===== src/rtl/led_matrix_row_scanner_top_defines.svh =====
// Assertion macros shared by the scanner RTL.
`ifndef LED_MATRIX_ROW_SCANNER_TOP_DEFINES_SVH
`define LED_MATRIX_ROW_SCANNER_TOP_DEFINES_SVH

// The consequent must hold in the same cycle as the antecedent.
`define LMRS_ASSERT_IMPL(label, clk, rstn, ante, cons) \
    label: assert property (@(posedge clk) disable iff (!(rstn)) (ante) |-> (cons)) \
        else $error("same-cycle implication violated");

// The consequent must hold in the cycle after the antecedent.
`define LMRS_ASSERT_NEXT(label, clk, rstn, ante, cons) \
    label: assert property (@(posedge clk) disable iff (!(rstn)) (ante) |=> (cons)) \
        else $error("next-cycle implication violated");

// The expression must never be true.
`define LMRS_ASSERT_NEVER(label, clk, rstn, expr) \
    label: assert property (@(posedge clk) disable iff (!(rstn)) !(expr)) \
        else $error("forbidden condition seen");

`endif


===== src/rtl/lmrs_pkg.sv =====
`default_nettype none

package lmrs_pkg;

    // Frame geometry limits and the frame store size that follows from them.
    localparam int MAX_ROW_BYTES = 32;
    localparam int MAX_ROWS      = 16;
    localparam int STORE_DEPTH   = MAX_ROW_BYTES * MAX_ROWS;
    localparam int ADDR_W        = $clog2(STORE_DEPTH);

    // Field widths.
    localparam int BPR_W       = 6;
    localparam int ROWS_W      = 5;
    localparam int ROW_W       = 4;
    localparam int DATA_W      = 8;
    localparam int X_W         = 8;
    localparam int BIT_SEL_W   = 3;
    localparam int CFG_INDEX_W = 2;
    localparam int CFG_DATA_W  = 8;

    // Depth of the command queue between front and back.
    localparam int QUEUE_DEPTH = 2;

    // Configuration reset values.
    localparam logic [BPR_W-1:0]  BPR_RESET     = BPR_W'(8);
    localparam logic [ROWS_W-1:0] ROWS_RESET    = ROWS_W'(16);
    localparam logic [DATA_W-1:0] MASK_RESET    = 8'hff;
    localparam logic              DISPLAY_RESET = 1'b1;

    // Request opcodes.
    localparam logic OP_WRITE = 1'b0;
    localparam logic OP_SCAN  = 1'b1;

    // Configuration register indexes.
    typedef enum logic [CFG_INDEX_W-1:0] {
        CFG_BYTES_PER_ROW = 2'd0,
        CFG_ROW_COUNT     = 2'd1,
        CFG_DATA_MASK     = 2'd2,
        CFG_DISPLAY_ON    = 2'd3
    } cfg_index_t;

    // One classified command: a pixel bit update or a row scan.
    typedef struct packed {
        logic                  is_scan;
        logic [ADDR_W-1:0]     addr;        // pixel byte, or last byte of the row
        logic [BIT_SEL_W-1:0]  bit_sel;
        logic                  bit_value;
        logic [BPR_W-1:0]      byte_count;  // bytes in the row, 1 to MAX_ROW_BYTES
        logic [ROW_W-1:0]      row_address;
    } lmrs_cmd_t;

    // A command together with its valid flag.
    typedef struct packed {
        logic      valid;
        lmrs_cmd_t cmd;
    } lmrs_slot_t;

    // Status seen by the front.
    typedef struct packed {
        logic queue_full;
        logic clearing;
    } lmrs_front_status_t;

endpackage

`default_nettype wire


===== src/rtl/lmrs_cmd_queue.sv =====
`default_nettype none

`include "led_matrix_row_scanner_top_defines.svh"

module lmrs_cmd_queue (
    input  logic                 aclk,
    input  logic                 aresetn,
    input  lmrs_pkg::lmrs_slot_t push,
    input  logic                 pop,
    output lmrs_pkg::lmrs_slot_t head,
    output logic                 full
);
    import lmrs_pkg::*;

    localparam int PTR_W = (QUEUE_DEPTH > 1) ? $clog2(QUEUE_DEPTH) : 1;
    localparam int CNT_W = $clog2(QUEUE_DEPTH + 1);

    lmrs_cmd_t        entries_reg [QUEUE_DEPTH];
    logic [PTR_W-1:0] wr_ptr_reg;
    logic [PTR_W-1:0] rd_ptr_reg;
    logic [CNT_W-1:0] count_reg;

    assign full       = (count_reg == CNT_W'(QUEUE_DEPTH));
    assign head.valid = (count_reg != '0);
    assign head.cmd   = entries_reg[rd_ptr_reg];

    // Command storage; no reset needed on the entries.
    always_ff @(posedge aclk) begin
        if (push.valid) begin
            entries_reg[wr_ptr_reg] <= push.cmd;
        end
    end

    // Pointers and fill count.
    always_ff @(posedge aclk) begin
        if (!aresetn) begin
            wr_ptr_reg <= '0;
            rd_ptr_reg <= '0;
            count_reg  <= '0;
        end else begin
            if (push.valid) begin
                wr_ptr_reg <= (wr_ptr_reg == PTR_W'(QUEUE_DEPTH - 1)) ? '0
                                                                      : wr_ptr_reg + PTR_W'(1);
            end
            if (pop) begin
                rd_ptr_reg <= (rd_ptr_reg == PTR_W'(QUEUE_DEPTH - 1)) ? '0
                                                                      : rd_ptr_reg + PTR_W'(1);
            end
            if (push.valid && !pop) begin
                count_reg <= count_reg + CNT_W'(1);
            end else if (pop && !push.valid) begin
                count_reg <= count_reg - CNT_W'(1);
            end
        end
    end

    // The front must never push into a full queue.
    `LMRS_ASSERT_NEVER(a_no_overflow, aclk, aresetn, push.valid && full && !pop)
    // The fill count never exceeds the depth.
    `LMRS_ASSERT_IMPL(a_count_bound, aclk, aresetn, 1'b1, count_reg <= CNT_W'(QUEUE_DEPTH))
    // A lone push grows the queue by one entry.
    `LMRS_ASSERT_NEXT(a_push_grows, aclk, aresetn, push.valid && !pop, count_reg == $past(count_reg) + CNT_W'(1))

endmodule

`default_nettype wire


===== config.mk =====
export PLATFORM = sky130hd
export DESIGN_NAME = lmrs_cmd_queue
export DESIGN_NICKNAME = d
export VERILOG_FILES = /design/src/rtl/lmrs_pkg.sv /design/src/rtl/lmrs_cmd_queue.sv
export VERILOG_INCLUDE_DIRS = /design/src /design/src/rtl
export SDC_FILE = /design/constraint.sdc
export NUM_CORES = 1
export LEC_CHECK = 0
export ABC_AREA = 1
export ABC_CLOCK_PERIOD_IN_PS = 4200
export BUFFER_PORTS_ARGS = -buffer_cell sky130_fd_sc_hd__buf_2
export CAP_MARGIN = 5
export CORE_MARGIN = 3
export CORE_UTILIZATION = 40
export CTS_CLUSTER_SIZE = 28
export DETAILED_ROUTE_END_ITERATION = 7
export PLACE_DENSITY = 0.75
export SYNTH_ARGS = -nofsm -noshare
export SYNTH_HDL_FRONTEND = slang
export SYNTH_SLANG_ARGS = --single-unit
export TNS_END_PERCENT = 100

===== constraint.sdc =====
create_clock -name aclk -period 4.2 [get_ports aclk]
set_clock_uncertainty 0.05 [all_clocks]
set_input_delay 0.84 -clock aclk [delete_from_list [all_inputs] [get_ports aclk]]
set_output_delay 0.84 -clock aclk [all_outputs]
set_load 0.03 [all_outputs]

Yosys cells after proc, flatten, opt, wreduce, memory -nomap -nowiden

Memory sizes are Yosys's and may differ from the RTL's. A register that Yosys moved wholly into a read port is not among the register bits.
Cells that the tools add are included.

Register bits: 4
Logic and storage cells: 23
Memories kept: 1
Input port bits: 28
Memory bits (writable): 48

Reductions and logical operators: 6
Add/subtract/negate cells: 4
Equal/unequal tests: 1
Multiplexer cells: 8

Memories:

| name        | depth | width | read ports | clocked after Yosys merged registers in | write ports | RTL line             | text |
|---|---|---|---|---|---|---|---|
| entries_reg | 2     | 24    | 1          | 1                                       | 1           | lmrs_cmd_queue.sv:18 | `lmrs_cmd_t entries_reg [QUEUE_DEPTH];` |

Operators with widths:

| kind                                             | count |
|---|---|
| two-way mux 1 bit                                | 6 |
| two-way mux 2 bit                                | 2 |
| nonzero test 2 bit                               | 2 |
| adder 1 bit, second input constant               | 2 |
| adder 2 x 1 -> 2 bit, second input constant      | 1 |
| == test 2 bit, second input constant             | 1 |
| logical AND 1 bit                                | 2 |
| zero test 1 bit                                  | 2 |
| subtractor 2 x 1 -> 2 bit, second input constant | 1 |

Logic depth before layout (Yosys ltp)

Gate-level depths: netlist (run 1).

Depth after elaboration: 4
Depth in mapped cells: 8

Worst setup path after synthesis (run 1)

OpenSTA, ideal clock, no wires.

Kind: input port to flip-flop
From: input push[24] in the netlist's numbering
To: memory entries_reg[0][0] in the netlist's numbering (enable)
Slack: 1,849 ps
Cell stages on the path: 2
Arrival time: 1,895 ps
Path buffers: 0
Cell sequence: inv_1 nor2_1

Word-level cells in the longest chain between the ends: 2

RTL lines:

| element                                 | RTL line             | text |
|---|---|---|
| from (decl)                             | lmrs_cmd_queue.sv:8  | `input lmrs_pkg::lmrs_slot_t push,` |
| two-way mux 1 bit                       | lmrs_cmd_queue.sv:29 | `if (push.valid) begin` |
| two-way mux 1 bit (not written as such) | lmrs_cmd_queue.sv:30 | `entries_reg[wr_ptr_reg] <= push.cmd;` |
| to (decl)                               | lmrs_cmd_queue.sv:18 |  |

No other way between the ends.

==> impl_metrics.py, run 1 <==
metrics = {
    "timing": {
        "rsz0062_at_grt": "false",
        "finalSetupViolations": 0,
        "tns_ns": 0,
        "finalHoldViolCount": 0,
        "final-max-slew-violation-count": 0,
        "hold_slack_ns": 0.459,
        "fmax_mhz": 373,
        "finalCriticalPeriod_ns": 2.68,
        "tightest_slew_ns": 0.973,
        "slew_headroom": 0.351,
        "period_share": 0.639,
    },
    "setup_path": {
        "worstPathArrival_ns": 1.79,
        "crit_cells": 3,
        "worst_setup_path_start_kind": "flop",
        "crit_buf_inv": 2,
        "crit_required_ns": 3.31,
        "cp-end-kind": "output pin",
        "critPathKind": "reg -> out",
        "timing.rr.start": "wr_ptr_reg",
        "worst-r2r-setup-slack_ns": 2.61,
        "slowest_delay_ns": 0.56,
        "crit_family": "buffers and inverters",
        "slowest_stage": "dfxtp_1",
        "worstRegToRegCells": 2,
        "cp_max_fo": 18,
        "reg2reg_to": "entries_reg[1][4]",
        "path_cells": "buf_4, mux2_2, buf_2",
    },
    "place": {
        "place.gp.congestion": 0.720,
        "dpl.hpwl_um": 2270,
        "portBuffers": 53,
    },
    "route": {
        "wire_per_inst_um": 13.3,
        "drt_iter0_drc": 20,
        "first_pass_iters": 2,
        "drcViolationCount": 0,
        "routed_wl_um": 3160,
        "postRouteAntennaNets": 0,
        "viasPerCell": 4.42,
        "vias": 1048,
    },
    "global_route": {
        "grt_pass1_wl_um": 5030,
        "grt_overflow_total": 0,
        "grt_start_max_net_pins": 25,
        "grt_pass1_vias": 1092,
        "grt_antenna_before_repair": 0,
        "grt_usage": 0.110,
    },
    "synthesis": {
        "ys_types": 14,
        "yosysWarnings": 0,
        "yosysMostFrequentCell": "edfxtp_1",
        "synth_area_um2": 2070,
        "yosysSeqAreaShare": 0.746,
        "ys_ff_latch": 53,
        "synthesis.nets": 139,
        "netlist_instances": 110,
        "synth_top_family_by_area": "multiplexers",
        "synthXorXnorAreaFrac": 0,
        "ys_top_cells_by_area": "edfxtp_1 (70%), mux2_4 (15%), dfxtp_1 (4.8%)",
        "synth_edf_count": 48,
        "synth_top_cell_by_area": "edfxtp_1",
        "synthSimpleGateAreaFrac": 0.0363,
        "synthArstFlopShare": 0,
        "synthAdderAreaFrac": 0.00606,
        "yosys-mux-area-fraction": 0.167,
        "synth_top_cells_by_count": "edfxtp_1 (48), mux2_4 (20), nand2_1 (9)",
        "synthFlopType": "edfxtp_1",
        "synth_compound_area_frac": 0.00485,
        "synth_top_area_share": 0.698,
        "syn_avg_cell_area_um2": 18.8,
    },
    "clock_network": {
        "h-tree-depth": 2,
        "cts_setup_buffers": 0,
        "cts_tree": "yes",
        "ctsHoldBuffers": 0,
        "cts_buffer_depth": 2,
        "cts_resized": 0,
        "insertion_delay_ns": 0.29,
        "root_buffer": "clkbuf_8",
        "path_clk_slew_ns": 0.08,
        "numCtsBuffers": 5,
        "clock-sinks": 53,
    },
    "pwr": {
        "vdd_ir_drop_max_mv": 0.191,
        "power.density_nw_per_um2": 421,
        "p_leak_nw": 1.02,
    },
    "job": {
        "maxCapViolations": 0,
    },
    "hold_path": {
        "hold_class": "reg -> reg",
        "holdPathEnd": "rd_ptr_reg",
        "holdPathStages": 2,
        "hold_start": "rd_ptr_reg",
    },
    "floorplanning": {
        "ios": 54,
        "fp.dieH_um": 77.9,
        "coreArea_um2": 4850,
        "die_x_um": 77.9,
        "rows": 25,
        "start_util": 0.426,
        "die_area_um2": 6060,
    },
    "cells_and_area": {
        "finish.utilization": 0.508,
        "n_antenna_cell": 0,
        "area_delta_synth_final_pct": 19.2,
        "layout-drive-gt1-share": 0.506,
        "largest_reg_flops": 48,
        "nFillCells": 421,
        "fin_nets": 198,
    },
    "outcome": {
        "status": "completed",
    },
}
cells by family (layout without fill, tap and decap cells):
group / after synthesis / in the layout
muxes: 24 / 24
buffers and inverters: 11 / 71
and+or+nand+nor: 19 / 19
AOI/OAI and AO/OA: 2 / 2
adders and majority gates: 1 / 1
DFF: 53 / 53
layer usage:
metal,track usage,routed length [um],share of wire
met5,0,0,0
met4,0.0374,44,0.014
met3,0.0394,201,0.064
met2,0.191,1600,0.51
met1,0.125,1320,0.42
area by class of cell:
class / instances / area, um^2 / area share
repair buffers: 55 / 280 / 0.114
well taps: 67 / 83.8 / 0.0340
clock inverters: 1 / 5.00 / 0.00203
flip-flops and latches: 53 / 1540 / 0.626
clock buffers: 7 / 76.3 / 0.0310
inverters: 8 / 30.0 / 0.0122
multi-input cells: 46 / 445 / 0.181
cells in the final DEF, fill, tap and decap left out:
cell type and n:
buf_2 53, mux2_2 4, buf_4 2, inv_1 8, clkbuf_8 5, nor2_2 1
a21oi_1 1, clkbuf_1 2, dfxtp_1 5, nand4_1 1, mux2_4 20, edfxtp_1 48
nand3_1 1, ha_1 1, nor2_1 7, clkinv_2 1, o21ai_0 1, nand2_1 9
per-stage QoR:
stage,power [W],cells,cell area (um^2),setup slack [ns]
floorplan,0.000747,110,2070,1.85
global placement,0.000787,229,2380,1.85
detailed placement,0.000791,229,2380,1.81
CTS,0.00105,237,2460,1.48
global route,0.00108,237,2460,1.41
finish,0.00104,237,2460,1.52
worst reg2reg max path, cell delays in order, from the launching register on:
cell	delay, ns
dfxtp_1	0.37
nand2_1	0.08
inv_1	0.71
how the worst max path moves through the flow:
stage,from,end,slack (ns)
finish,flop,head[3],1.52
global route,flop,head[3],1.41
CTS,flop,head[3],1.48
detailed placement,flop,head[3],1.81
global placement,flop,head[4],1.85
floorplan,push[24],entries_reg[0][0],1.85
power by group:
group | switching (W) | leakage (nW) | internal (W) | total, W
logic | 0.0000958 | 0.482 | 0.0000623 | 0.000158
registers | 0.0000103 | 0.492 | 0.000607 | 0.000617
clock network | 0.000143 | 0.0422 | 0.000117 | 0.000260
No activity file was read; power rests on OpenSTA's default activity.
==> run 2, diff against run 1 <==
--- a/config.mk
+++ b/config.mk
@@ -6,15 +6,15 @@
 export SDC_FILE = /design/constraint.sdc
 export NUM_CORES = 1
 export LEC_CHECK = 0
-export ABC_AREA = 1
-export ABC_CLOCK_PERIOD_IN_PS = 4200
+export ABC_AREA = 0
+export ABC_CLOCK_PERIOD_IN_PS = 2300
 export BUFFER_PORTS_ARGS = -buffer_cell sky130_fd_sc_hd__buf_2
 export CAP_MARGIN = 5
 export CORE_MARGIN = 3
 export CORE_UTILIZATION = 40
 export CTS_CLUSTER_SIZE = 28
 export DETAILED_ROUTE_END_ITERATION = 7
-export PLACE_DENSITY = 0.75
+export PLACE_DENSITY = 0.78
 export SYNTH_ARGS = -nofsm -noshare
 export SYNTH_HDL_FRONTEND = slang
 export SYNTH_SLANG_ARGS = --single-unit
==> constraint.sdc (replaced) <==
create_clock -name aclk -period 2.3 [get_ports aclk]
set_clock_uncertainty 0.05 [all_clocks]
set_input_delay 0.46 -clock aclk [delete_from_list [all_inputs] [get_ports aclk]]
set_output_delay 0.46 -clock aclk [all_outputs]
set_load 0.03 [all_outputs]
==> run 2 against run 1 <==
Flip-flop and latch count unchanged; clock power up 130%; routed wire length up 2.5%; critical endpoint is now head[16]; cell area down 1.5%; final cell count down 5.1%; global-route usage up 0.76 points; largest power group unchanged; hold slack worse by 0.16 ns; combinational power up 96%; clock-buffer cell count down 1; highest routed layer unchanged; first-iteration DRC count rose to 3.3 times the previous value; via count down 1.6%; utilization up 2.7 points.
==> impl_metrics.py, run 2 <==
metrics = {
    "route": {
        "wl_met1_um": 1290,
        "routed-wl-met2_um": 1680,
        "routed_wl_um": 3240,
        "top_layer": "met4",
        "route.met3.wl_um": 227,
        "drt_iter0_drc": 65,
        "first_pass_iters": 4,
        "drcViolationCount": 0,
        "postRouteAntennaNets": 0,
        "wire_per_inst_um": 14.4,
        "viasPerCell": 4.58,
        "vias": 1031,
    },
    "synthesis": {
        "ys_types": 17,
        "yosysMostFrequentCell": "edfxtp_1",
        "synthXorXnorAreaFrac": 0.0135,
        "synth_edf_count": 48,
        "synth_top_cells_by_count": "edfxtp_1 (48), mux2_2 (24), dfxtp_1 (5)",
        "synth_compound_area_frac": 0.0102,
        "yosysWarnings": 0,
        "yosys-mux-area-fraction": 0.138,
        "ys_ff_latch": 53,
        "synth_area_um2": 1950,
        "synth_top_family_by_area": "multiplexers",
        "synthAdderAreaFrac": 0.00641,
        "synth_top_cell_by_area": "edfxtp_1",
        "yosysSeqAreaShare": 0.789,
        "netlist_instances": 97,
        "synthFlopType": "edfxtp_1",
        "synthSimpleGateAreaFrac": 0.0301,
        "synthesis.nets": 126,
        "ys_top_cells_by_area": "edfxtp_1 (74%), mux2_2 (14%), dfxtp_1 (5.1%)",
        "synth_top_area_share": 0.738,
        "synthArstFlopShare": 0,
        "syn_avg_cell_area_um2": 20.1,
    },
    "timing": {
        "slew_headroom": 0.786,
        "final-max-slew-violation-count": 0,
        "period_share": 0.826,
        "rsz0062_at_grt": "false",
        "finalSetupViolations": 0,
        "finalHoldViolCount": 0,
        "fmax_mhz": 526,
        "tightest_slew_ns": 0.322,
        "finalCriticalPeriod_ns": 1.90,
        "worst_slack_ns": 0.399,
        "tns_ns": 0,
    },
    "global_route": {
        "grt_usage": 0.118,
        "grt_pass1_vias": 1047,
        "grt_overflow_total": 0,
        "grt_start_max_net_pins": 25,
        "grt_antenna_before_repair": 0,
        "grt_pass1_wl_um": 4900,
    },
    "job": {
        "maxCapViolations": 0,
    },
    "clock_network": {
        "cts_buffer_depth": 2,
        "cts_tree": "yes",
        "insertion_delay_ns": 0.29,
        "numCtsBuffers": 5,
        "cts_resized": 0,
        "cts_setup_buffers": 0,
        "ctsHoldBuffers": 0,
        "root_buffer": "clkbuf_8",
        "path_clk_slew_ns": 0.09,
        "h-tree-depth": 2,
        "clock-sinks": 53,
    },
    "place": {
        "portBuffers": 53,
        "pre_cts_slack_ns": 0.723,
        "dpl.hpwl_um": 2350,
        "place.gp.congestion": 0.660,
    },
    "setup_path": {
        "worst_setup_path_start_kind": "flop",
        "slowest_delay_ns": 0.37,
        "cp_max_fo": 12,
        "crit_required_ns": 1.79,
        "slowest_stage": "mux2_2",
        "critPathKind": "reg -> out",
        "cp-end-kind": "output pin",
        "crit_family": "buffers and inverters",
        "path_cells": "buf_4, mux2_2, buf_2",
        "worstPathArrival_ns": 1.39,
        "crit_buf_inv": 2,
    },
    "floorplanning": {
        "fp.dieH_um": 75.9,
        "ios": 54,
        "rows": 24,
        "die_area_um2": 5760,
        "die_x_um": 75.9,
        "coreArea_um2": 4530,
        "start_util": 0.431,
    },
    "pwr": {
        "power.density_nw_per_um2": 836,
        "vdd_ir_drop_max_mv": 0.461,
        "p_leak_nw": 0.931,
    },
    "cells_and_area": {
        "final_cell_mix": "buf_2 (53), edfxtp_1 (48), mux2_2 (24)",
        "area_delta_synth_final_pct": 24.2,
        "layout_commonest_cell": "buf_2",
        "fin_nets": 188,
        "n_antenna_cell": 0,
        "layout-drive-gt1-share": 0.569,
        "largest_reg_flops": 48,
    },
    "outcome": {
        "status": "completed",
    },
    "hold_path": {
        "hold_class": "in -> reg",
    },
}
run 2: cell count changes after synthesis, sizes merged, moves of 2 or more:
cell   previous run  this run
and2              0         4
inv               8         1
nand2             9         0
nor2              8         0
nor2b             0         2
xor2              0         2
run 2: power by group:
| part | switching (W) | total [W] | leakage (nW) | internal (W) |
|---|---|---|---|---|
| Sequential | 0.0000158 | 0.00112 | 0.492 | 0.00111 |
| Combinational | 0.000189 | 0.000310 | 0.386 | 0.000121 |
| Clock | 0.000272 | 0.000594 | 0.0528 | 0.000321 |
| Total | 0.000478 | 0.00203 | 0.931 | 0.00155 |
run 2: kinds of logic (layout without fill, tap and decap cells):
kind of cell,after synthesis,in the layout
DFF,53,53
muxes,24,24
and+or+nand+nor,9,9
buffers and inverters,4,67
AOI/OAI and AO/OA,3,3
xor gates and xnor gates,3,3
adders and majority gates,1,1
run 2: final cells by class:
class | instances | area (um^2)
clock buffers | 6 | 72.6
inverters | 1 | 3.75
clock inverters | 2 | 33.8
flip-flops and latches | 53 | 1540
well taps | 65 | 81.3
fillers | 378 | 2110
multi-input cells | 40 | 390
repair buffers | 58 | 303
run 2: through the flow:
| step | cells | util | hold WS, ns | area [um^2] | power, W |
|---|---|---|---|---|---|
| floorplan | 97 | - | 0.411 | 1950 | 0.00136 |
| global placement | 217 | 0.512 | 0.428 | 2320 | 0.00145 |
| detailed placement | 217 | 0.512 | 0.464 | 2320 | 0.00146 |
| CTS | 225 | 0.535 | 0.287 | 2430 | 0.00205 |
| global route | 225 | 0.535 | 0.279 | 2430 | 0.00212 |
| finish | 225 | 0.535 | 0.297 | 2430 | 0.00203 |
run 2: routing by layer:
| layer | GRT usage | vias up |
|---|---|---|
| li1 | - | 490 |
| met1 | 0.137 | 503 |
| met2 | 0.201 | 34 |
| met3 | 0.0422 | 4 |
| met4 | 0.0408 | 0 |
| met5 | 0 | - |
run 2: worst paths after layout:
| check | from | to | slack [ns] | cells after the start |
|---|---|---|---|---|
| setup / recovery | flop | head[16] | 0.40 | 3 |
| hold / removal | push[4] | entries_reg[1][4] | 0.30 | 1 |
| setup reg to reg | wr_ptr_reg | entries_reg[1][16] | 1.14 | 2 |
| hold reg to reg | count_reg[1] | count_reg[1] | 0.46 | 2 |
