===== config.mk =====
export PLATFORM = sky130hd
export DESIGN_NAME = lmrs_front
export DESIGN_NICKNAME = d
export VERILOG_FILES = /design/src/rtl/led_matrix_row_scanner_top_defines.svh /design/src/rtl/lmrs_pkg.sv /design/src/rtl/lmrs_front.sv
export SDC_FILE = /design/constraint.sdc
export NUM_CORES = 1
export LEC_CHECK = 0
export BUFFER_PORTS_ARGS = -buffer_cell sky130_fd_sc_hd__clkbuf_2
export CAP_MARGIN = 30
export CORE_MARGIN = 5
export CORE_UTILIZATION = 35
export CTS_CLUSTER_DIAMETER = 150
export DETAILED_ROUTE_END_ITERATION = 16
export HOLD_SLACK_MARGIN = 0.12
export PLACE_DENSITY = 0.59
export SLEW_MARGIN = 20
export SYNTH_ARGS = -nofsm -noshare
export SYNTH_HDL_FRONTEND = slang
export SYNTH_SLANG_ARGS = --single-unit

===== constraint.sdc =====
create_clock -name aclk -period 7.6 [get_ports aclk]
set_clock_uncertainty 0.15 [all_clocks]
set_input_delay 1.52 -clock aclk [delete_from_list [all_inputs] [get_ports aclk]]
set_output_delay 1.52 -clock aclk [all_outputs]
set_load 0.01 [all_outputs]

===== src/rtl/led_matrix_row_scanner_top_defines.svh =====
// Assertion macros shared by the scanner RTL.
`ifndef LED_MATRIX_ROW_SCANNER_TOP_DEFINES_SVH
`define LED_MATRIX_ROW_SCANNER_TOP_DEFINES_SVH

// The consequent must hold in the same cycle as the antecedent.
`define LMRS_ASSERT_IMPL(label, clk, rstn, ante, cons) \
    label: assert property (@(posedge clk) disable iff (!(rstn)) (ante) |-> (cons)) \
        else $error("same-cycle implication violated");

// The consequent must hold in the cycle after the antecedent.
`define LMRS_ASSERT_NEXT(label, clk, rstn, ante, cons) \
    label: assert property (@(posedge clk) disable iff (!(rstn)) (ante) |=> (cons)) \
        else $error("next-cycle implication violated");

// The expression must never be true.
`define LMRS_ASSERT_NEVER(label, clk, rstn, expr) \
    label: assert property (@(posedge clk) disable iff (!(rstn)) !(expr)) \
        else $error("forbidden condition seen");

`endif


===== src/rtl/lmrs_pkg.sv =====
`default_nettype none

package lmrs_pkg;

    // Frame geometry limits and the frame store size that follows from them.
    localparam int MAX_ROW_BYTES = 32;
    localparam int MAX_ROWS      = 16;
    localparam int STORE_DEPTH   = MAX_ROW_BYTES * MAX_ROWS;
    localparam int ADDR_W        = $clog2(STORE_DEPTH);

    // Field widths.
    localparam int BPR_W       = 6;
    localparam int ROWS_W      = 5;
    localparam int ROW_W       = 4;
    localparam int DATA_W      = 8;
    localparam int X_W         = 8;
    localparam int BIT_SEL_W   = 3;
    localparam int CFG_INDEX_W = 2;
    localparam int CFG_DATA_W  = 8;

    // Depth of the command queue between front and back.
    localparam int QUEUE_DEPTH = 2;

    // Configuration reset values.
    localparam logic [BPR_W-1:0]  BPR_RESET     = BPR_W'(8);
    localparam logic [ROWS_W-1:0] ROWS_RESET    = ROWS_W'(16);
    localparam logic [DATA_W-1:0] MASK_RESET    = 8'hff;
    localparam logic              DISPLAY_RESET = 1'b1;

    // Request opcodes.
    localparam logic OP_WRITE = 1'b0;
    localparam logic OP_SCAN  = 1'b1;

    // Configuration register indexes.
    typedef enum logic [CFG_INDEX_W-1:0] {
        CFG_BYTES_PER_ROW = 2'd0,
        CFG_ROW_COUNT     = 2'd1,
        CFG_DATA_MASK     = 2'd2,
        CFG_DISPLAY_ON    = 2'd3
    } cfg_index_t;

    // One classified command: a pixel bit update or a row scan.
    typedef struct packed {
        logic                  is_scan;
        logic [ADDR_W-1:0]     addr;        // pixel byte, or last byte of the row
        logic [BIT_SEL_W-1:0]  bit_sel;
        logic                  bit_value;
        logic [BPR_W-1:0]      byte_count;  // bytes in the row, 1 to MAX_ROW_BYTES
        logic [ROW_W-1:0]      row_address;
    } lmrs_cmd_t;

    // A command together with its valid flag.
    typedef struct packed {
        logic      valid;
        lmrs_cmd_t cmd;
    } lmrs_slot_t;

    // Status seen by the front.
    typedef struct packed {
        logic queue_full;
        logic clearing;
    } lmrs_front_status_t;

endpackage

`default_nettype wire


===== src/rtl/lmrs_front.sv =====
`default_nettype none

module lmrs_front (
    input  logic                                 aclk,
    input  logic                                 aresetn,
    input  logic                                 s_valid,
    output logic                                 s_ready,
    input  logic                                 s_op,
    input  logic [lmrs_pkg::X_W-1:0]             s_pixel_x,
    input  logic [lmrs_pkg::ROW_W-1:0]           s_pixel_y,
    input  logic                                 s_pixel_value,
    input  logic                                 cfg_valid,
    output logic                                 cfg_ready,
    input  logic [lmrs_pkg::CFG_INDEX_W-1:0]     cfg_index,
    input  logic [lmrs_pkg::CFG_DATA_W-1:0]      cfg_data,
    input  lmrs_pkg::lmrs_front_status_t         status,
    output lmrs_pkg::lmrs_slot_t                 push,
    output logic [lmrs_pkg::DATA_W-1:0]          data_mask
);
    import lmrs_pkg::*;

    localparam int PROD_W  = ROW_W + BPR_W;

    logic [BPR_W-1:0]  bpr_reg;
    logic [ROWS_W-1:0] rows_reg;
    logic [DATA_W-1:0] mask_reg;
    logic              display_on_reg;
    logic [ROW_W-1:0]  scan_row_reg;
    logic [ROW_W-1:0]  scan_row_next;

    logic [BPR_W-1:0]  w_eff;
    logic [ROWS_W-1:0] h_eff;
    logic [X_W:0]      x_limit;
    logic              in_frame;
    logic [PROD_W-1:0] wr_prod;
    logic [PROD_W-1:0] wr_idx;
    logic [ROW_W-1:0]  row_sel;
    logic [PROD_W-1:0] scan_prod;
    logic [PROD_W-1:0] scan_last;
    logic [ROWS_W-1:0] row_addr_full;
    logic [ROWS_W-1:0] row_inc;
    logic              accept;
    logic              scan_go;

    // Effective geometry: out-of-range register values are clamped.
    always_comb begin
        if (bpr_reg == '0) begin
            w_eff = BPR_W'(1);
        end else if (bpr_reg > BPR_W'(MAX_ROW_BYTES)) begin
            w_eff = BPR_W'(MAX_ROW_BYTES);
        end else begin
            w_eff = bpr_reg;
        end
        if (rows_reg == '0) begin
            h_eff = ROWS_W'(1);
        end else if (rows_reg > ROWS_W'(MAX_ROWS)) begin
            h_eff = ROWS_W'(MAX_ROWS);
        end else begin
            h_eff = rows_reg;
        end
    end

    // Pixel write address and range check.
    assign x_limit  = {w_eff, 3'b000};
    assign in_frame = ({1'b0, s_pixel_x} < x_limit) && ({1'b0, s_pixel_y} < h_eff);
    assign wr_prod  = PROD_W'(s_pixel_y) * PROD_W'(w_eff);
    assign wr_idx   = wr_prod + PROD_W'(s_pixel_x[X_W-1:BIT_SEL_W]);

    // Scan row selection; a row left stale by a lowered height restarts at zero.
    assign row_sel       = ({1'b0, scan_row_reg} < h_eff) ? scan_row_reg : '0;
    assign scan_prod     = PROD_W'(row_sel) * PROD_W'(w_eff);
    assign scan_last     = scan_prod + PROD_W'(w_eff) - PROD_W'(1);
    assign row_addr_full = h_eff - ROWS_W'(1) - {1'b0, row_sel};
    assign row_inc       = {1'b0, row_sel} + ROWS_W'(1);
    assign scan_row_next = (row_inc == h_eff) ? '0 : row_inc[ROW_W-1:0];

    // Handshake and classification.
    assign s_ready   = !status.queue_full && !status.clearing;
    assign cfg_ready = 1'b1;
    assign accept    = s_valid && s_ready;
    assign scan_go   = accept && (s_op == OP_SCAN) && display_on_reg;
    assign data_mask = mask_reg;

    always_comb begin
        push.cmd.is_scan     = (s_op == OP_SCAN);
        push.cmd.bit_sel     = s_pixel_x[BIT_SEL_W-1:0];
        push.cmd.bit_value   = s_pixel_value;
        push.cmd.byte_count  = w_eff;
        push.cmd.row_address = row_addr_full[ROW_W-1:0];
        push.valid           = 1'b0;
        push.cmd.addr        = wr_idx[ADDR_W-1:0];
        case (s_op)
            OP_WRITE: begin
                push.valid = accept && in_frame;
            end
            OP_SCAN: begin
                push.valid    = scan_go;
                push.cmd.addr = scan_last[ADDR_W-1:0];
            end
            default: begin
                push.valid = 1'b0;
            end
        endcase
    end

    // Configuration registers and the scan row counter.
    always_ff @(posedge aclk) begin
        if (!aresetn) begin
            bpr_reg        <= BPR_RESET;
            rows_reg       <= ROWS_RESET;
            mask_reg       <= MASK_RESET;
            display_on_reg <= DISPLAY_RESET;
            scan_row_reg   <= '0;
        end else begin
            if (cfg_valid && cfg_ready) begin
                unique case (cfg_index_t'(cfg_index))
                    CFG_BYTES_PER_ROW: bpr_reg        <= cfg_data[BPR_W-1:0];
                    CFG_ROW_COUNT:     rows_reg       <= cfg_data[ROWS_W-1:0];
                    CFG_DATA_MASK:     mask_reg       <= cfg_data[DATA_W-1:0];
                    CFG_DISPLAY_ON:    display_on_reg <= cfg_data[0];
                endcase
            end
            if (scan_go) begin
                scan_row_reg <= scan_row_next;
            end
        end
    end

endmodule

`default_nettype wire


**Word-level counts from Yosys, hierarchy flattened**

Cells that the tools add are included.

- Add/subtract/negate cells: 6
- Multiply operators: 2
- Order comparisons: 5
- Equal/unequal tests: 4
- Muxes and demuxes: 8
- Bitwise logic cells: 1
- Reductions and logical operators: 15

Operators with widths:

| cell | number |
|---|---|
| 4-bit by 6-bit multiplier with 9-bit output | 2 |
| 6-bit two-way mux | 2 |
| 4-bit by 5-bit < comparator with 1-bit output | 2 |
| 5-bit two-way mux | 2 |
| 9-bit by 5-bit adder with 9-bit output | 1 |
| 9-bit by 6-bit adder with 9-bit output | 1 |
| 8-bit by 9-bit < comparator with 1-bit output | 1 |
| 9-bit two-way mux | 1 |
| 9-bit by 1-bit subtractor with 9-bit output (second input constant) | 1 |
| 4-bit two-way mux | 2 |
| 2-bit AND reduction | 4 |
| 6-bit greater-than comparator (second input constant) | 1 |
| 1-bit logical AND | 6 |
| 6-bit logical NOT | 1 |
| 4-bit by 1-bit adder with 5-bit output (second input constant) | 1 |
| 5-bit equality test | 1 |
| 5-bit greater-than comparator (second input constant) | 1 |
| 5-bit logical NOT | 1 |
| 2-bit equality test (second input constant) | 2 |
| 4-bit by 1-bit subtractor with 4-bit output (second input constant) | 1 |
| 4-bit subtractor | 1 |
| 2-bit by 1-bit equality test with 1-bit output (second input constant) | 1 |
| 1-bit logical NOT | 2 |
| 2-bit logical NOT | 1 |
| other kinds (2) | 2 |

- Bits in registers: 24
- Input bits: 30
- Output and inout port bits: 35
- Word-level logic and storage cells: 46

**Longest topological paths before layout**

Gate-level depths: netlist of run 1.

- Depth after elaboration: 9
- Mapped depth: 22
- Mapped depth without buffers: 21

**Least setup slack after synthesis of run 1**

Ideal clock, no wire load.

- Kind: flip-flop to output port
- From: register rows_reg[4]
- To: output port push[22] (netlist name)
- Data arrival time: 4.826 ns
- Data required time: 5.930 ns
- Slack: 1.104 ns
- Cell stages (with the launch flop): 21
- Buffers on the path: 1
- Cell sequence: dfxtp_1 buf_2 nand2b_1 ha_1 nand4b_4 or3_4 and3_1 inv_2 nor2_1 fa_1 inv_1 fa_1 fa_1 inv_1 fa_1 a21o_1 a21oi_1 o21bai_1 a21oi_1 nand3b_1 nand4_1

RTL lines:

| element | line | RTL |
|---|---|---|
| from (decl) | lmrs_front.sv:25 | `logic [ROWS_W-1:0] rows_reg;` |
| from (signal assigned) | lmrs_front.sv:118 | `CFG_ROW_COUNT: rows_reg <= cfg_data[ROWS_W-1:0];` |
| to (decl) | lmrs_front.sv:17 | `output lmrs_pkg::lmrs_slot_t push,` |

==> results of run 1 <==
critical path: cells and delay by family (launching register included):
family          cells  cell delay, ns
buf+inv             4            0.37
simple gates        7            1.43
fa+ha+maj           5            2.35
compound gates      4            0.70
flops               1            0.39
area by class of cell:
| type | instances | area [um^2] |
|---|---|---|
| fill | 1016 | 5830 |
| timing repair buffer | 57 | 290 |
| sequential | 24 | 482 |
| inverter | 68 | 255 |
| clock buffer | 3 | 41.3 |
| multi-input combinational | 309 | 2570 |
| tap | 133 | 166 |
layout by cell type, fill, tap and decap left out, types with 8 or more instances in the layout:
cell type  instances
inv_1             64
nand2_1           57
clkbuf_2          55
ha_1              46
fa_1              28
dfxtp_1           23
nor2_1            20
a21oi_1           16
xnor2_1           13
mux2i_1           13
nand3_1           13
nor2b_1           11
and2_1            11
nand2b_1          10
o21ai_0            9
xor2_1             8
cell families (layout without fill, tap and decap cells):
kind of cell | Yosys count | after routing
simple gates | 151 | 151
buf+inv | 85 | 128
fa+ha+maj | 74 | 74
compound gates | 47 | 47
flops | 24 | 24
xor+xnor | 21 | 21
mux | 15 | 15
other cells | 1 | 1
how the worst max path moves through the flow:
stage                     endpoint  slack, ns
after floorplan           push[22]       1.10
after global placement    push[22]       0.73
after detailed placement  push[22]       0.61
after CTS                 push[22]       0.31
after global routing      push[22]       0.08
final                     push[22]       0.43
layer usage:
metal  GRT usage, %  vias up  wire [um]
met4           2.80        0         99
li1               -     1438          -
met2           25.5       71       3930
met5              0        -          0
met1           17.6     1326       3580
met3           1.37        9        370
repair_timing:
item | 4_1_cts | 5_1_grt
endpoints found under the setup margin | 0 | 1
gates resized for setup | 0 | 1
buffers inserted | 0 | 0
power groups by stage:
stage	Sequential (mW)	Clock, mW	Combinational, mW
after floorplan	0.137	0	0.105
after global placement	0.137	0	0.150
after detailed placement	0.137	0	0.152
after CTS	0.135	0.0748	0.153
after global routing	0.135	0.0816	0.172
final	0.135	0.0719	0.150
==> summary.txt, run 1 <==
Drt
  • WL/cell: 13.4 um
  • Iteration-0 DRC Markers: 171
  • Routed Antenna Nets: 0
  • DRC violations left: 0
  • DRT Wirelength: 7980 um
  • DR pass1 iterations: 4
  • DR vias: 2844
  • DR vias/cell: 4.79

Floorplan
  • Initial Utilization: 35.3%
  • Die area: 11800 um^2
  • IO Pins: 65
  • Die Ht: 109 um
  • DIE WIDTH: 109 um
  • Area of the core: 9640 um^2
  • Rows: 36

Clocking
  • CTS tree: done
  • Longest Clk Path Bufs: 2
  • Worst-Skew Late Latency: 0.26 ns
  • Hold bufs inserted after CTS: 0
  • Worst-path clk slew: 0.08 ns
  • Sink count of the clock tree: 24
  • TritonCTS Buffers: 3
  • Root buffer cell: clkbuf_8
  • H-tree levels: 1

Placement
  • Place WS: 0.608 ns
  • Cells after DPL: 591
  • Placed instance area: 3770 um^2
  • GP Congestion: 0.856
  • Post-DP HPWL: 6810 um
  • Port Buf Inserts: 55

Min path
  • Hold endpoint: data_mask[7]
  • HP Start: data_mask[7]
  • Min-Delay Path Depth: 2
  • Worst hold path type: reg2reg

Critical path
  • Critical-path top delay cell: fa_1
  • CP Launch Type: flop
  • Peak per-stage delay on the critical path: 0.54 ns
  • Reg2reg path depth: 13
  • Req. time, crit path: 5.93 ns
  • Worst flop-to-flop path endpoint: scan_row_reg[1]
  • R2R Setup Slk: 3.67 ns
  • CP startpoint: rows_reg[4]
  • Critical R2R Launch: rows_reg[4]
  • Crit path cell chain: nand2b_1 -> ha_1 -> nand4b_4 -> or3_4 -> and3_1 -> inv_2 -> nor2_1 -> fa_1 -> inv_1 -> fa_1 -> fa_1 -> inv_1 -> fa_1 -> a21o_1 -> a21oi_1 -> o21bai_1 -> a21oi_1 -> nand3b_1 -> nand4_1 -> clkbuf_2
  • Crit path top cell by count: fa_1
  • Crit-path max FO: 14
  • Critical Path Sink Type: primary output
  • WP data arrival: 5.50 ns
  • Critical path class: reg2out

STA
  • Final Max Slew Viols: 0
  • Measured slew at the worst slew-check pin: 0.638 ns
  • Tcrit/Tclk final: 94.3%
  • WHS: 0.325 ns
  • Endpoints failing hold: 0
  • Slew HR: 57.3%
  • RSZ-0062 raised after global routing: no
  • Setup TNS: 0 ns
  • Final Setup Violations: 0
  • Maximum clock rate: 0.140 GHz
  • Final Critical Period: 7.17 ns
  • Final WS setup: 0.433 ns

Synth
  • Yosys top cell area share: 16.9%
  • Synth Area in XOR/XNOR: 5.41%
  • Adder-Cell Fraction of Synth Area: 33.4%
  • Top FF cell, synth: dfxtp_1
  • Yosys reg bits: 24
  • Distinct cell type count after synthesis: 50
  • Compound-Gate Fraction of Synth Area: 9.17%
  • Count leader, synth: inv_1
  • Post-synthesis mux area share: 4.49%
  • Post-Syn Nets: 522
  • Largest area contributor in the netlist: ha_1
  • Post-synthesis sequential area ratio: 14.1%
  • Asr flop ratio synth: 0%
  • Post-synthesis average cell area: 8.13 um^2
  • Simple-Gate Fraction of Synth Area: 23.2%
  • Top cells by count, synth: 64 x inv_1, 57 x nand2_1, 46 x ha_1
  • Cell Area, Synth: 3400 um^2
  • Main combinational cell family by area after synthesis: adder cells
  • Synthesized instance count: 418
  • Yosys synthesis warning count: 0
  • Post-synth EDFFs: 0
  • Top cells by area, synth: ha_1 17%, fa_1 16%, dfxtp_1 14%

Power
  • P_sw: 0.126 mW
  • Lkg Pwr: 1.94 nW
  • Worst vdd ir: 127 uV
  • Gate power share: 42.1%
  • Power share of the clock group: 20.2%
  • Design Power: 0.356 mW
  • Sequential share of power: 37.8%
  • Power Density: 93.6 nW/um^2
  • Net Sw Frac: 35.4%
  • Internal power: 0.230 mW

Layout
  • Synth-to-layout area growth: 12.1%
  • Share of cells above drive strength 1: 16.3%
  • Final std cells w/o fill: 594
  • Max reg flops: 8
  • Design area: 3810 um^2
  • Post-Route Utilization: 39.5%
  • Nets: 567
  • Antenna diode count: 0

Global route
  • Vias in the first global route: 2787
  • Pin count of the biggest net entering global routing: 28
  • First-pass GRT wire length: 13100 um
  • GRT overflow: 0
  • Antenna violations before repair: 0
  • GRT Util Overall: 13.9%

Flow run
  • Max-Cap Viols: 0

Outcome
  • Outcome: complete, no violations
No activity file was read; power rests on OpenSTA's default activity.
==> run 2, diff against run 1 <==
--- a/config.mk
+++ b/config.mk
@@ -5,6 +5,7 @@
 export SDC_FILE = /design/constraint.sdc
 export NUM_CORES = 1
 export LEC_CHECK = 0
+export ABC_AREA = 1
 export BUFFER_PORTS_ARGS = -buffer_cell sky130_fd_sc_hd__clkbuf_2
 export CAP_MARGIN = 30
 export CORE_MARGIN = 5
==> run 2 against run 1 <==
Compared with the run above:
- setup slack gained 0.051 ns
- final area is 0.13% lower
- critical endpoint unchanged
- hold slack better by 0.0085 ns
- highest routed layer unchanged
==> summary.txt, run 2 <==
Synth
  • Post-synthesis sequential area ratio: 14.3% (+0.16 points)
  • Top FF cell, synth: dfxtp_1
  • Yosys reg bits: 24 (unchanged)
  • Top cells by count, synth: 105 x inv_1, 100 x nand2_1, 49 x nor2_1
  • Post-synthesis average cell area: 7.00 um^2 (-14%)
  • Cell Area, Synth: 3360 um^2 (-1.1%)
  • Largest area contributor in the netlist: ha_1
  • Yosys synthesis warning count: 0 (unchanged)
  • Count leader, synth: inv_1
  • Post-synth EDFFs: 0 (unchanged)
  • Post-Syn Nets: 584 (+12%)
  • Asr flop ratio synth: 0% (unchanged)
  • Distinct cell type count after synthesis: 34 (-32%)
  • Yosys top cell area share: 17.1% (+0.20 points)
  • Synthesized instance count: 480 (+15%)
  • Top cells by area, synth: ha_1 17%, fa_1 17%, dfxtp_1 14%

Power
  • Design Power: 0.408 mW (+14%)
  • Power Density: 107 nW/um^2 (+15%)
  • Worst vdd ir: 64.4 uV (-49%)
  • Lkg Pwr: 2.04 nW (+5.2%)

Drt
  • DRT Wirelength: 8380 um (+5.0%)
  • Max layer used: met4
  • Routed Antenna Nets: 0 (unchanged)
  • Iteration-0 DRC Markers: 113 (-34%)
  • DR vias: 3090 (+8.6%)
  • DR vias/cell: 4.69 (-2.1%)
  • DRC violations left: 0 (unchanged)
  • Met1 WL: 3960 um (+11%)
  • Met3 Wirelength: 468 um (+26%)
  • WL/cell: 12.7 um (-5.3%)
  • DR pass1 iterations: 4 (unchanged)
  • DR WL met2: 3860 um (-1.9%)

Global route
  • Vias in the first global route: 2994 (+7.4%)
  • Antenna violations before repair: 0 (unchanged)
  • Pin count of the biggest net entering global routing: 21 (-25%)
  • First-pass GRT wire length: 14100 um (+7.9%)
  • GRT Util Overall: 14.9% (+1.0 points)
  • GRT overflow: 0 (unchanged)

Floorplan
  • IO Pins: 65 (unchanged)
  • Area of the core: 9280 um^2 (-3.7%)
  • DIE WIDTH: 108 um (-0.52%)
  • Rows: 35 (-2.8%)
  • Die Ht: 108 um (-0.52%)
  • Initial Utilization: 36.2% (+0.93 points)
  • Die area: 11700 um^2 (-1.0%)

Layout
  • Most frequent cells in the layout: 105 x inv_1, 100 x nand2_1, 55 x clkbuf_2
  • Synth-to-layout area growth: 13.3%
  • Share of cells above drive strength 1: 14.0% (-2.3 points)
  • Nets: 635 (+12%)
  • Max reg flops: 8 (unchanged)
  • Register area: 480 um^2 (-0.26%)
  • Filler cells: 998 (-1.8%)
  • Multi-input gate area: 2420 um^2 (-6.2%)
  • Antenna diode count: 0 (unchanged)
  • Design area: 3800 um^2 (-0.13%)
  • Post-Route Utilization: 41.0% (+1.5 points)
  • Most common cell after layout, fill and taps aside: inv_1
  • Final std cells w/o fill: 659 (+11%)

Critical path
  • CP top delay family: adder cells
  • Crit path top cell by count: nand2_1
  • Crit-path max FO: 7 (-7)
  • Buf+Inv Stages, Crit Path: 4 (unchanged)
  • Peak per-stage delay on the critical path: 0.54 ns (about the same)
  • Critical path class: reg2out
  • Critical Path Sink Type: primary output
  • Worst flop-to-flop path endpoint: scan_row_reg[3]
  • R2R Setup Slk: 4.47 ns (+0.80 ns)
  • CP Launch Type: flop
  • Req. time, crit path: 5.93 ns (about the same)
  • Critical R2R Launch: rows_reg[0]
  • Reg2reg path depth: 18 (+5)
  • WP data arrival: 5.45 ns (-0.05 ns)
  • CP startpoint: rows_reg[0]
  • Critical-path top delay cell: fa_1

STA
  • Final Setup Violations: 0 (unchanged)
  • Final Critical Period: 7.12 ns (-0.0507 ns)
  • RSZ-0062 raised after global routing: no
  • Final WS setup: 0.484 ns (+0.0507 ns)
  • WHS: 0.334 ns (+0.00845 ns)
  • Tcrit/Tclk final: 93.6% (-0.67 points)
  • Maximum clock rate: 0.141 GHz (+0.71%)
  • Setup TNS: 0 ns (unchanged)
  • Measured slew at the worst slew-check pin: 0.782 ns (+0.144 ns)
  • Endpoints failing hold: 0 (unchanged)
  • Slew HR: 47.9% (-9.4 points)
  • Final Max Slew Viols: 0 (unchanged)

Min path
  • HP Start: data_mask[5]
  • Min-Delay Path Depth: 2 (unchanged)
  • Worst hold path type: reg2reg
  • Hold endpoint: data_mask[5]

Clocking
  • Hold bufs inserted after CTS: 0 (unchanged)
  • Sink count of the clock tree: 24 (unchanged)
  • H-tree levels: 1 (unchanged)
  • CTS tree: done
  • Post-CTS setup buffer count: 0 (unchanged)
  • Root buffer cell: clkbuf_8
  • CTS resizes: 0 (unchanged)
  • Worst-Skew Late Latency: 0.27 ns (about the same)
  • Worst-path clk slew: 0.08 ns (about the same)
  • TritonCTS Buffers: 3 (unchanged)
  • Longest Clk Path Bufs: 2 (unchanged)

Placement
  • Port Buf Inserts: 55 (unchanged)
  • Place WS: 0.686 ns (+0.0785 ns)
  • GP Congestion: 0.898 (+4.9%)
  • Cells after DPL: 655 (+11%)
  • Placed instance area: 3750 um^2 (-0.53%)
  • Post-DP HPWL: 7190 um (+5.6%)

Outcome
  • Outcome: complete, no violations

Flow run
  • Max-Cap Viols: 0 (unchanged)
## run 2: worst register-to-register path: stages (launching register included)
cell	delay (ns)
dfxtp_1	0.33
nor2_1	0.11
nand2_1	0.09
nand2_1	0.07
nand2_1	0.13
ha_1	0.32
nand2_1	0.07
nand2_1	0.06
a21boi_2	0.25
nand2_4	0.14
nor2_2	0.19
inv_2	0.11
ha_1	0.32
nor3_1	0.20
nand2_1	0.07
nor2_1	0.14
nand3_2	0.13
nand2_1	0.08
a21oi_1	0.05
## run 2: report_power, final
group,total [mW],internal (mW),switching [mW]
Clock,0.0873,0.0463,0.0409
Sequential,0.136,0.131,0.00443
Combinational,0.185,0.0726,0.112
Total,0.408,0.250,0.158
## run 2: cell families after synthesis
kind of cell	share of synthesized area [%]
AO/OA/AOI/OAI	10.3
XOR/XNOR	2.87
adder cells (fa/ha/maj)	33.8
buffers and inverters	13.9
flip-flops	14.3
other	0.112
AND/OR/NAND/NOR	24.7
## run 2: final cells by class
cell class / count / area share [%]
tap: 129 / 4.24
clock buffer: 4 / 1.45
timing repair buffer: 57 / 7.63
sequential: 24 / 12.6
multi-input combinational: 338 / 63.5
inverter: 107 / 10.6
## run 2: worst max-delay path by stage
stage                     endpoint  slack, ns  depth (start not counted)
after detailed placement  push[22]       0.69                         27
final                     push[22]       0.48                         27
after global placement    push[22]       0.86                         27
after CTS                 push[22]       0.38                         27
after global routing      push[22]      0.009                         27
after floorplan           push[22]       1.22                         26
## run 2: layer usage
metal,track usage (%),vias up
met3,2.21,8
li1,-,1584
met1,20.3,1418
met2,25.2,80
met5,0,-
met4,2.71,0
